<file path="src/rtl/kbd_pkg.sv">
// Package for the keyed byte descrambler: item types, key table, encoding codes.
// Used by every module of the block; depends on nothing.
`timescale 1ns / 1ps

package kbd_pkg;

	localparam int KEY_LENGTH = 32;
	localparam int KEY_IDX_W  = (KEY_LENGTH > 1) ? $clog2(KEY_LENGTH) : 1;
	localparam int KEY_TABLE_LEN = 32;

	localparam int QUEUE_DEPTH = 2;
	localparam int QPTR_W      = (QUEUE_DEPTH > 1) ? $clog2(QUEUE_DEPTH) : 1;
	localparam int QCNT_W      = $clog2(QUEUE_DEPTH + 1);

	localparam logic [7:0] ADD_BIAS    = 8'd106;
	localparam logic [7:0] FINAL_SUB   = 8'd27;
	localparam logic [7:0] STEP_FIVE   = 8'd2;
	localparam logic [7:0] STEP_SEVEN  = 8'd9;
	localparam logic [7:0] STEP_THREE  = 8'd3;
	localparam logic [7:0] BOM16_FIRST = 8'd255;
	localparam logic [7:0] BOM16_SEC   = 8'd254;
	localparam logic [7:0] BOM8_FIRST  = 8'd239;
	localparam logic [7:0] BOM8_SEC    = 8'd187;
	localparam logic [7:0] BOM8_THIRD  = 8'd191;

	typedef enum logic [1:0] {
		GUESS_CP1252 = 2'd0,
		GUESS_UTF16  = 2'd1,
		GUESS_UTF8   = 2'd2
	} guess_t;

	typedef struct packed {
		logic [7:0] data_byte;
		logic       last_byte;
	} in_item_t;

	typedef struct packed {
		logic [7:0] plain_byte;
		logic [1:0] encoding_guess;
		logic       guess_final;
		logic       last_out;
	} out_item_t;

	typedef struct packed {
		logic [7:0] plain;
		logic       last;
	} q_entry_t;

	typedef struct packed {
		logic full;
		logic empty;
	} q_status_t;

	typedef logic [7:0] key_rom_t [KEY_TABLE_LEN];

	localparam key_rom_t KEY_ROM = '{
		8'd66, 8'd67, 8'd51, 8'd55, 8'd51, 8'd65, 8'd67, 8'd65,
		8'd50, 8'd55, 8'd57, 8'd50, 8'd52, 8'd69, 8'd66, 8'd69,
		8'd65, 8'd50, 8'd57, 8'd68, 8'd50, 8'd65, 8'd50, 8'd50,
		8'd69, 8'd51, 8'd52, 8'd56, 8'd65, 8'd67, 8'd66, 8'd52
	};

	function automatic logic [7:0] key_byte(input logic [KEY_IDX_W-1:0] idx);
		logic [4:0] i5;
		i5 = 5'(idx);
		return KEY_ROM[i5];
	endfunction

	function automatic guess_t guess_of(input logic [7:0] b0, input logic [7:0] b1,
			input logic [7:0] b2);
		guess_t g;
		if (b0 == BOM16_FIRST && b1 == BOM16_SEC)
			g = GUESS_UTF16;
		else if (b0 == BOM8_FIRST && b1 == BOM8_SEC && b2 == BOM8_THIRD)
			g = GUESS_UTF8;
		else
			g = GUESS_CP1252;
		return g;
	endfunction

endpackage

</file>
<file path="src/rtl/kbd_front.sv">
// Front end: accepts scrambled items, keeps key and position counters, descrambles.
// Depends on kbd_pkg; pushes into kbd_queue.
`timescale 1ns / 1ps

module kbd_front import kbd_pkg::*; (
	input  logic      clk,
	input  logic      arst_n,
	input  logic      scr_valid,
	output logic      scr_stall,
	input  in_item_t  scr_item,
	input  q_status_t q_status,
	output logic      push,
	output q_entry_t  push_entry
);

	logic [KEY_IDX_W-1:0] key_index_q;
	logic [2:0]           mod_five_q;
	logic [2:0]           mod_seven_q;
	logic [1:0]           mod_three_q;
	logic [7:0]           b0, b1, b2, b3;

	assign scr_stall = q_status.full;
	assign push      = scr_valid && !q_status.full;

	always_comb begin
		b0 = scr_item.data_byte + ADD_BIAS - key_byte(key_index_q);
		b1 = (mod_five_q != 3'd0) ? b0 + STEP_FIVE : b0;
		b2 = (mod_seven_q != 3'd0) ? b1 - STEP_SEVEN : b1;
		b3 = (mod_three_q != 2'd0) ? b2 + STEP_THREE : b2;
		push_entry.plain = ~b3 - FINAL_SUB;
		push_entry.last  = scr_item.last_byte;
	end

	always_ff @(posedge clk or negedge arst_n) begin
		if (!arst_n) begin
			key_index_q <= '0;
			mod_five_q  <= '0;
			mod_seven_q <= '0;
			mod_three_q <= '0;
		end else if (push) begin
			if (scr_item.last_byte) begin
				key_index_q <= '0;
				mod_five_q  <= '0;
				mod_seven_q <= '0;
				mod_three_q <= '0;
			end else begin
				key_index_q <= (key_index_q == KEY_IDX_W'(KEY_LENGTH - 1)) ? '0 :
					key_index_q + 1'b1;
				mod_five_q  <= (mod_five_q == 3'd4) ? 3'd0 : mod_five_q + 3'd1;
				mod_seven_q <= (mod_seven_q == 3'd6) ? 3'd0 : mod_seven_q + 3'd1;
				mod_three_q <= (mod_three_q == 2'd2) ? 2'd0 : mod_three_q + 2'd1;
			end
		end
	end

	property p_mod_ranges;
		@(posedge clk) disable iff (!arst_n)
		mod_five_q <= 3'd4 && mod_seven_q <= 3'd6 && mod_three_q <= 2'd2;
	endproperty
	a_mod_ranges: assert property (p_mod_ranges) else $error("position counter out of range");

	property p_last_clears;
		@(posedge clk) disable iff (!arst_n)
		push && scr_item.last_byte |=> key_index_q == '0 && mod_five_q == 3'd0;
	endproperty
	a_last_clears: assert property (p_last_clears) else $error("counters not cleared at file end");

endmodule

</file>
<file path="src/rtl/kbd_queue.sv">
// Two-entry queue of descrambled bytes between front and back end.
// Depends on kbd_pkg.
`timescale 1ns / 1ps

module kbd_queue import kbd_pkg::*; (
	input  logic      clk,
	input  logic      arst_n,
	input  logic      push,
	input  q_entry_t  push_entry,
	input  logic      pop,
	output q_entry_t  head,
	output q_status_t status
);

	q_entry_t          mem_q [QUEUE_DEPTH];
	logic [QPTR_W-1:0] wr_ptr_q;
	logic [QPTR_W-1:0] rd_ptr_q;
	logic [QCNT_W-1:0] count_q;

	assign head         = mem_q[rd_ptr_q];
	assign status.full  = (count_q == QCNT_W'(QUEUE_DEPTH));
	assign status.empty = (count_q == '0);

	always_ff @(posedge clk) begin
		if (push)
			mem_q[wr_ptr_q] <= push_entry;
	end

	always_ff @(posedge clk or negedge arst_n) begin
		if (!arst_n) begin
			wr_ptr_q <= '0;
			rd_ptr_q <= '0;
			count_q  <= '0;
		end else begin
			if (push)
				wr_ptr_q <= (wr_ptr_q == QPTR_W'(QUEUE_DEPTH - 1)) ? '0 : wr_ptr_q + 1'b1;
			if (pop)
				rd_ptr_q <= (rd_ptr_q == QPTR_W'(QUEUE_DEPTH - 1)) ? '0 : rd_ptr_q + 1'b1;
			if (push && !pop)
				count_q <= count_q + 1'b1;
			else if (pop && !push)
				count_q <= count_q - 1'b1;
		end
	end

	property p_no_overflow;
		@(posedge clk) disable iff (!arst_n)
		push |-> !status.full;
	endproperty
	a_no_overflow: assert property (p_no_overflow) else $error("push into full queue");

	property p_no_underflow;
		@(posedge clk) disable iff (!arst_n)
		pop |-> !status.empty;
	endproperty
	a_no_underflow: assert property (p_no_underflow) else $error("pop from empty queue");

endmodule

</file>
<file path="src/rtl/kbd_back.sv">
// Back end: pops descrambled bytes, forms the encoding guess, holds the result register.
// Depends on kbd_pkg; reads from kbd_queue.
`timescale 1ns / 1ps

module kbd_back import kbd_pkg::*; (
	input  logic      clk,
	input  logic      arst_n,
	input  q_entry_t  head,
	input  q_status_t q_status,
	output logic      pop,
	output logic      pln_valid,
	input  logic      pln_stall,
	output out_item_t pln_item
);

	logic [1:0] bytes_seen_q;
	logic [7:0] first_q;
	logic [7:0] second_q;
	guess_t     held_guess_q;
	guess_t     guess;
	logic       out_valid_q;
	out_item_t  out_q;

	assign pop       = !q_status.empty && (!out_valid_q || !pln_stall);
	assign pln_valid = out_valid_q;
	assign pln_item  = out_q;

	always_comb begin
		unique case (bytes_seen_q)
			2'd0:    guess = guess_of(head.plain, 8'd0, 8'd0);
			2'd1:    guess = guess_of(first_q, head.plain, 8'd0);
			2'd2:    guess = guess_of(first_q, second_q, head.plain);
			default: guess = held_guess_q;
		endcase
	end

	always_ff @(posedge clk) begin
		if (pop) begin
			out_q.plain_byte     <= head.plain;
			out_q.encoding_guess <= guess;
			out_q.guess_final    <= bytes_seen_q[1] || head.last;
			out_q.last_out       <= head.last;
		end
	end

	always_ff @(posedge clk or negedge arst_n) begin
		if (!arst_n) begin
			out_valid_q  <= 1'b0;
			bytes_seen_q <= '0;
			first_q      <= '0;
			second_q     <= '0;
			held_guess_q <= GUESS_CP1252;
		end else begin
			if (pop)
				out_valid_q <= 1'b1;
			else if (!pln_stall)
				out_valid_q <= 1'b0;
			if (pop) begin
				if (head.last) begin
					bytes_seen_q <= '0;
					first_q      <= '0;
					second_q     <= '0;
					held_guess_q <= GUESS_CP1252;
				end else begin
					unique case (bytes_seen_q)
						2'd0:    first_q      <= head.plain;
						2'd1:    second_q     <= head.plain;
						2'd2:    held_guess_q <= guess;
						default: ;
					endcase
					if (bytes_seen_q != 2'd3)
						bytes_seen_q <= bytes_seen_q + 2'd1;
				end
			end
		end
	end

	property p_pop_loads;
		@(posedge clk) disable iff (!arst_n)
		pop |=> out_valid_q;
	endproperty
	a_pop_loads: assert property (p_pop_loads) else $error("popped item not presented");

	property p_final_after_two;
		@(posedge clk) disable iff (!arst_n)
		pop && bytes_seen_q[1] |=> out_q.guess_final;
	endproperty
	a_final_after_two: assert property (p_final_after_two) else $error("guess not final");

endmodule

</file>
<file path="src/rtl/keyed_byte_descrambler.sv">
// Top level of the keyed byte descrambler: front end, queue, back end.
// Depends on kbd_pkg, kbd_front, kbd_queue and kbd_back.
//
// Usage:
//   scr_valid/scr_stall/scr_item carry scrambled bytes in file order; last_byte
//   marks the final byte of a file. pln_valid/pln_stall/pln_item return one
//   descrambled item per input item, in order, with the encoding guess taken
//   from the first three plain bytes of the file.
//   Path: an accepted item is written into the queue and presented from the
//   result register. Throughput, while pln_stall is low: one item per cycle;
//   the front end, two-entry queue and back-end result register each take one per cycle.
//   Stall: while pln_stall is high the result register holds; the queue
//   absorbs two more items, then scr_stall rises until the back end drains.
//   Reset: arst_n clears the key index, position counters, saved bytes and
//   queue; no result is valid after reset. A file end clears the key index,
//   position counters and saved bytes for the next file.
`timescale 1ns / 1ps

module keyed_byte_descrambler import kbd_pkg::*; (
	input  logic      clk,
	input  logic      arst_n,
	input  logic      scr_valid,
	output logic      scr_stall,
	input  in_item_t  scr_item,
	output logic      pln_valid,
	input  logic      pln_stall,
	output out_item_t pln_item
);

	logic      push;
	logic      pop;
	q_entry_t  push_entry;
	q_entry_t  head;
	q_status_t q_status;

	kbd_front u_front (
		.clk        (clk),
		.arst_n     (arst_n),
		.scr_valid  (scr_valid),
		.scr_stall  (scr_stall),
		.scr_item   (scr_item),
		.q_status   (q_status),
		.push       (push),
		.push_entry (push_entry)
	);

	kbd_queue u_queue (
		.clk        (clk),
		.arst_n     (arst_n),
		.push       (push),
		.push_entry (push_entry),
		.pop        (pop),
		.head       (head),
		.status     (q_status)
	);

	kbd_back u_back (
		.clk       (clk),
		.arst_n    (arst_n),
		.head      (head),
		.q_status  (q_status),
		.pop       (pop),
		.pln_valid (pln_valid),
		.pln_stall (pln_stall),
		.pln_item  (pln_item)
	);

endmodule

</file>
<file path="config.mk">
export PLATFORM = sky130hd
export DESIGN_NAME = keyed_byte_descrambler
export DESIGN_NICKNAME = d
export VERILOG_FILES = /design/src/rtl/kbd_pkg.sv /design/src/rtl/kbd_front.sv /design/src/rtl/kbd_queue.sv /design/src/rtl/kbd_back.sv /design/src/rtl/keyed_byte_descrambler.sv
export SDC_FILE = /design/constraint.sdc
export NUM_CORES = 1
export LEC_CHECK = 0
export BUFFER_PORTS_ARGS = -buffer_cell sky130_fd_sc_hd__buf_2
export CAP_MARGIN = 20
export CORE_ASPECT_RATIO = 0.7
export CORE_MARGIN = 5
export CORE_UTILIZATION = 62
export CTS_BUF_LIST = sky130_fd_sc_hd__clkbuf_2
export DETAILED_ROUTE_END_ITERATION = 8
export PLACE_DENSITY = 0.89
export SETUP_SLACK_MARGIN = 0.05
export SLEW_MARGIN = 20
export SYNTH_ARGS = -nofsm -noshare
export SYNTH_HDL_FRONTEND = slang
export SYNTH_SLANG_ARGS = --single-unit
</file>
<file path="constraint.sdc">
create_clock -name clk -period 8.7 [get_ports clk]
set_clock_uncertainty 0.1 [all_clocks]
set_input_delay 1.74 -clock clk [delete_from_list [all_inputs] [get_ports clk]]
set_output_delay 1.74 -clock clk [all_outputs]
set_load 0.005 [all_outputs]
</file>
==> impl.org <==
** Layout
- Share of post-route cells with drive strength above 1 :: 0.143
- Combined area of the multi-input logic cells :: 0.00216 mm2
- Final nets :: 499
- The filler cells instantiated in the layout total 482.
- Diodes inserted :: 0
- Area taken by flip-flops and latches :: 0.00185 mm2
- Layout Utilization :: 0.681
- Area overhead of the layout relative to synthesis :: 8.21%

** Routing
- Via count :: 3165
- Number of search-and-repair iterations in the first detailed-routing pass :: 5
- Overall routed net length :: about 8200 um
- In this run the top signal layer used is met4.
- The first routing iteration left 192 violations.
- Vias per cell :: approximately 5.8
- DR WL met3 :: around 610 um
- Wire per inst :: 14.9 um
- Wire length on met1 :: around 3700 um
- After detailed routing, the met2 layer carries approximately 3700 um of wire.
- After detailed routing, the number of remaining DRC violations is 0.
- The detail route stage leaves a number of antenna-violating nets equal to 0.

** Clocking
- The clock tree synthesis step divided the H-tree into 3 levels.
- TritonCTS built the clock tree.
- Number of buffers inserted for hold repair after clock tree synthesis :: 0
- No sink is reached through more buffers than the 2 on the longest clock path.
- Clock latency on the worst-skew pair, taken at its later pin, is 0.51 ns.
- The tree is rooted in a sky130_fd_sc_hd__clkbuf_2.
- Cts bufs inserted :: 9
- CTS-repair resized insts :: 0
- The tree built by TritonCTS fans out to just under 70 sinks.
- Number of buffers inserted by post-CTS setup repair :: 0
- Clock-pin transition on the worst setup and hold timing paths :: 0.17 ns

** Timing
- Setup repair after global routing left no endpoint under its margin.
- Final hold violation count :: 0
- The clock period could shrink to 5.54 ns.
- Count of final max-slew check failures :: 0
- Part of the cycle the worst path needs :: 0.637
- Slew at the pin with the worst max-slew slack :: 0.946 ns
- Headroom to the max-slew limit came out at 0.365.
- Final-report setup violation count :: 0
- Based on the critical path, the design can be clocked at up to 0.181 GHz.
- Adding up every negative setup slack in the final design gives 0 ns.

** Synth
- Counting distinct cell types in the post-synthesis netlist gives between 50 and 60.
- Dominant cell by count in the synthesized netlist :: sky130_fd_sc_hd__nand2_1
- Post-synthesis sequential area ratio :: 0.442
- The share of synthesized area in the top cell type comes to 0.227.
- Yosys printed 0 warnings.
- Ys async rst share :: 0.559
- FF+latch count, synth :: 68
- For this run, the leading register cell type out of synthesis is sky130_fd_sc_hd__dfrtp_1.
- Netlist area before placement :: 0.00419 mm2
- By area the synthesized netlist is led by sky130_fd_sc_hd__dfrtp_1 23%, sky130_fd_sc_hd__edfxtp_1 21%, sky130_fd_sc_hd__ha_1 10%.
- The cell count after synthesis came out at 427.
- Summed over all instances, the cell type with the most area after synthesis is sky130_fd_sc_hd__dfrtp_1.
- Leading cell types by count after synthesis :: 63 x sky130_fd_sc_hd__nand2_1, 45 x sky130_fd_sc_hd__o21ai_0, 38 x sky130_fd_sc_hd__dfrtp_1, 34 x sky130_fd_sc_hd__ha_1, 32 x sky130_fd_sc_hd__inv_1
- Number of nets in the synthesized netlist :: 475
- A synthesized cell averages 9.82 um2.
- Post-synth EDFFs :: 30

** Placement
- Placer's final routability congestion estimate :: 0.858
- Summed over all nets, the half-perimeter wirelength after detailed placement is 6080 um.
- PortBufs :: 26

** Setup path
- The cell family contributing the most delay on the critical path is adder cells.
- Critical Path, Cell by Cell :: inv_1 > ha_1 > nand2_1 > o21ai_0 > mux4_2 > ha_1 > inv_1 > ha_1 > fa_1 > ha_1 > nor2b_1 > mux2_4 > a21oi_2 > xnor2_1 > or4_1 > nand2b_4 > or4b_4 > nand3_2 > xnor2_1
- The critical path contains buffers and inverters numbering 2 combined.
- Data required time of the critical path :: just under 9 ns
- Crit. End Element :: flip-flop
- The critical path is of the reg2reg type.
- STA classifies the critical path startpoint as a flip-flop.
- R2R Path Start :: u_front.key_index_q[0]
- Largest stage delay on the critical path :: a little over 0.6 ns
- For this design, the slowest cell found on the critical path is sky130_fd_sc_hd__or4_1.
- For the worst setup path, the data arrival time is about 5.7 ns.
- Worst setup path startpoint :: u_front.key_index_q[0]
- CP max FO :: 10
- Most common cell type on the critical path :: sky130_fd_sc_hd__ha_1

** Run
- Number of maximum-capacitance constraint violations :: 0

** Die
- Number of rows created at floorplan :: 25
- Overall die area :: roughly 0.0085 mm2
- Measured along the y axis, the die boundary spans 78.8 um.
- After floorplanning, the core was sized to cover 0.00666 mm2.
- From left edge to right edge, the die measures about 110 um.
- Top-level port count :: 27
- Initial core utilization :: 0.629

** Hold path
- The tightest min-delay check is of the reg2reg type.
- The startpoint identified for the worst hold timing path is u_queue.wr_ptr_q.

** Global routing
- Total congestion overflow :: 0
- The number of antenna violations at the first check in global routing is 0.
- Pin count of the biggest net entering global routing :: 39
- First-pass GRT wire length :: around 14000 um
- The via count of the first global-routing pass is 2997.
- For this run, the total global-route usage over all layers was measured as 0.204.

** Run status
- The flow ran to the end, and the final reports show no timing, DRC or antenna violations.
[metal layers]
metal	up-vias	global-route usage
li1	1544	-
met1	1476	0.281
met2	125	0.311
met3	20	0.0544
met4	0	0.0757
met5	-	0
[layout by cell type, fill, tap and decap left out, drive strengths merged, types with 3 or more instances in the layout]
cell,n
clkbuf,10
clkinv,3
ha,34
xor2,10
xnor2,24
nand3,8
and2,4
a22o,3
inv,32
nand4,4
nor3,8
a211oi,3
nand2b,4
o21bai,3
buf,26
nor2,22
and3,4
mux2,11
a32o,3
a21oi,19
dfrtp,38
o31ai,3
bufinv,3
nand2,63
o21ai,48
edfxtp,30
[final timing paths]
check | end | slack [ns] | cells after the start
max in group asynchronous | u_back.first_q[6] | 6.76 | 1
max reg2reg | u_queue.mem_q[1][8] | 3.16 | 19
min in group asynchronous | u_back.second_q[4] | 1.19 | 1
max | u_queue.mem_q[1][8] | 3.16 | 19
min reg2reg | u_queue.wr_ptr_q | 0.41 | 1
min | u_queue.wr_ptr_q | 0.41 | 1
[worst reg2reg max path: stages (launching register included)]
cell	delay [ns]
sky130_fd_sc_hd__dfrtp_1	0.54
sky130_fd_sc_hd__inv_1	0.15
sky130_fd_sc_hd__ha_1	0.35
sky130_fd_sc_hd__nand2_1	0.09
sky130_fd_sc_hd__o21ai_0	0.11
sky130_fd_sc_hd__mux4_2	0.50
sky130_fd_sc_hd__ha_1	0.29
sky130_fd_sc_hd__inv_1	0.04
sky130_fd_sc_hd__ha_1	0.21
sky130_fd_sc_hd__fa_1	0.51
sky130_fd_sc_hd__ha_1	0.33
sky130_fd_sc_hd__nor2b_1	0.05
sky130_fd_sc_hd__mux2_4	0.26
sky130_fd_sc_hd__a21oi_2	0.14
sky130_fd_sc_hd__xnor2_1	0.12
sky130_fd_sc_hd__or4_1	0.62
sky130_fd_sc_hd__nand2b_4	0.20
sky130_fd_sc_hd__or4b_4	0.52
sky130_fd_sc_hd__nand3_2	0.09
sky130_fd_sc_hd__xnor2_1	0.08
[final cells by class]
| type | instances | area share |
|---|---|---|
| Multi-Input combinational cell | 314 | 0.477 |
| Clock inverter | 6 | 0.0229 |
| Clock buffer | 10 | 0.0110 |
| Tap cell | 94 | 0.0259 |
| Sequential cell | 68 | 0.408 |
| Inverter | 32 | 0.0265 |
| Timing Repair Buffer | 26 | 0.0287 |
[through the flow]
stage	setup WS, ns	hold slack, ns	cell area (um2)	cells
after floorplan	3.32	0.342	4190	427
after global placement	3.15	0.362	4380	534
after detailed placement	3.05	0.375	4380	534
after CTS	3.17	0.408	4540	550
after global routing	2.90	0.417	4540	550
final	3.16	0.412	4540	550
[logic make-up after synthesis]
family | count (synthesis) | share of synthesized area
mux | 14 | 0.0406
simple gates | 134 | 0.156
flops | 68 | 0.442
buf+inv | 45 | 0.0424
fa+ha+maj | 35 | 0.106
xor+xnor | 34 | 0.0728
compound gates | 97 | 0.140
[state kept, by name, indices dropped and copies added, names as in the netlist, 3 cells and up]
signal               flops
u_back.first_q           8
u_back.pln_item         12
u_back.second_q          8
u_front.key_index_q      5
u_front.mod_five_q       3
u_front.mod_seven_q      3
u_queue.mem_q           18
Power is not shown: default switching activity piles up to over one toggle a cycle in this logic, so the estimate is an artifact.
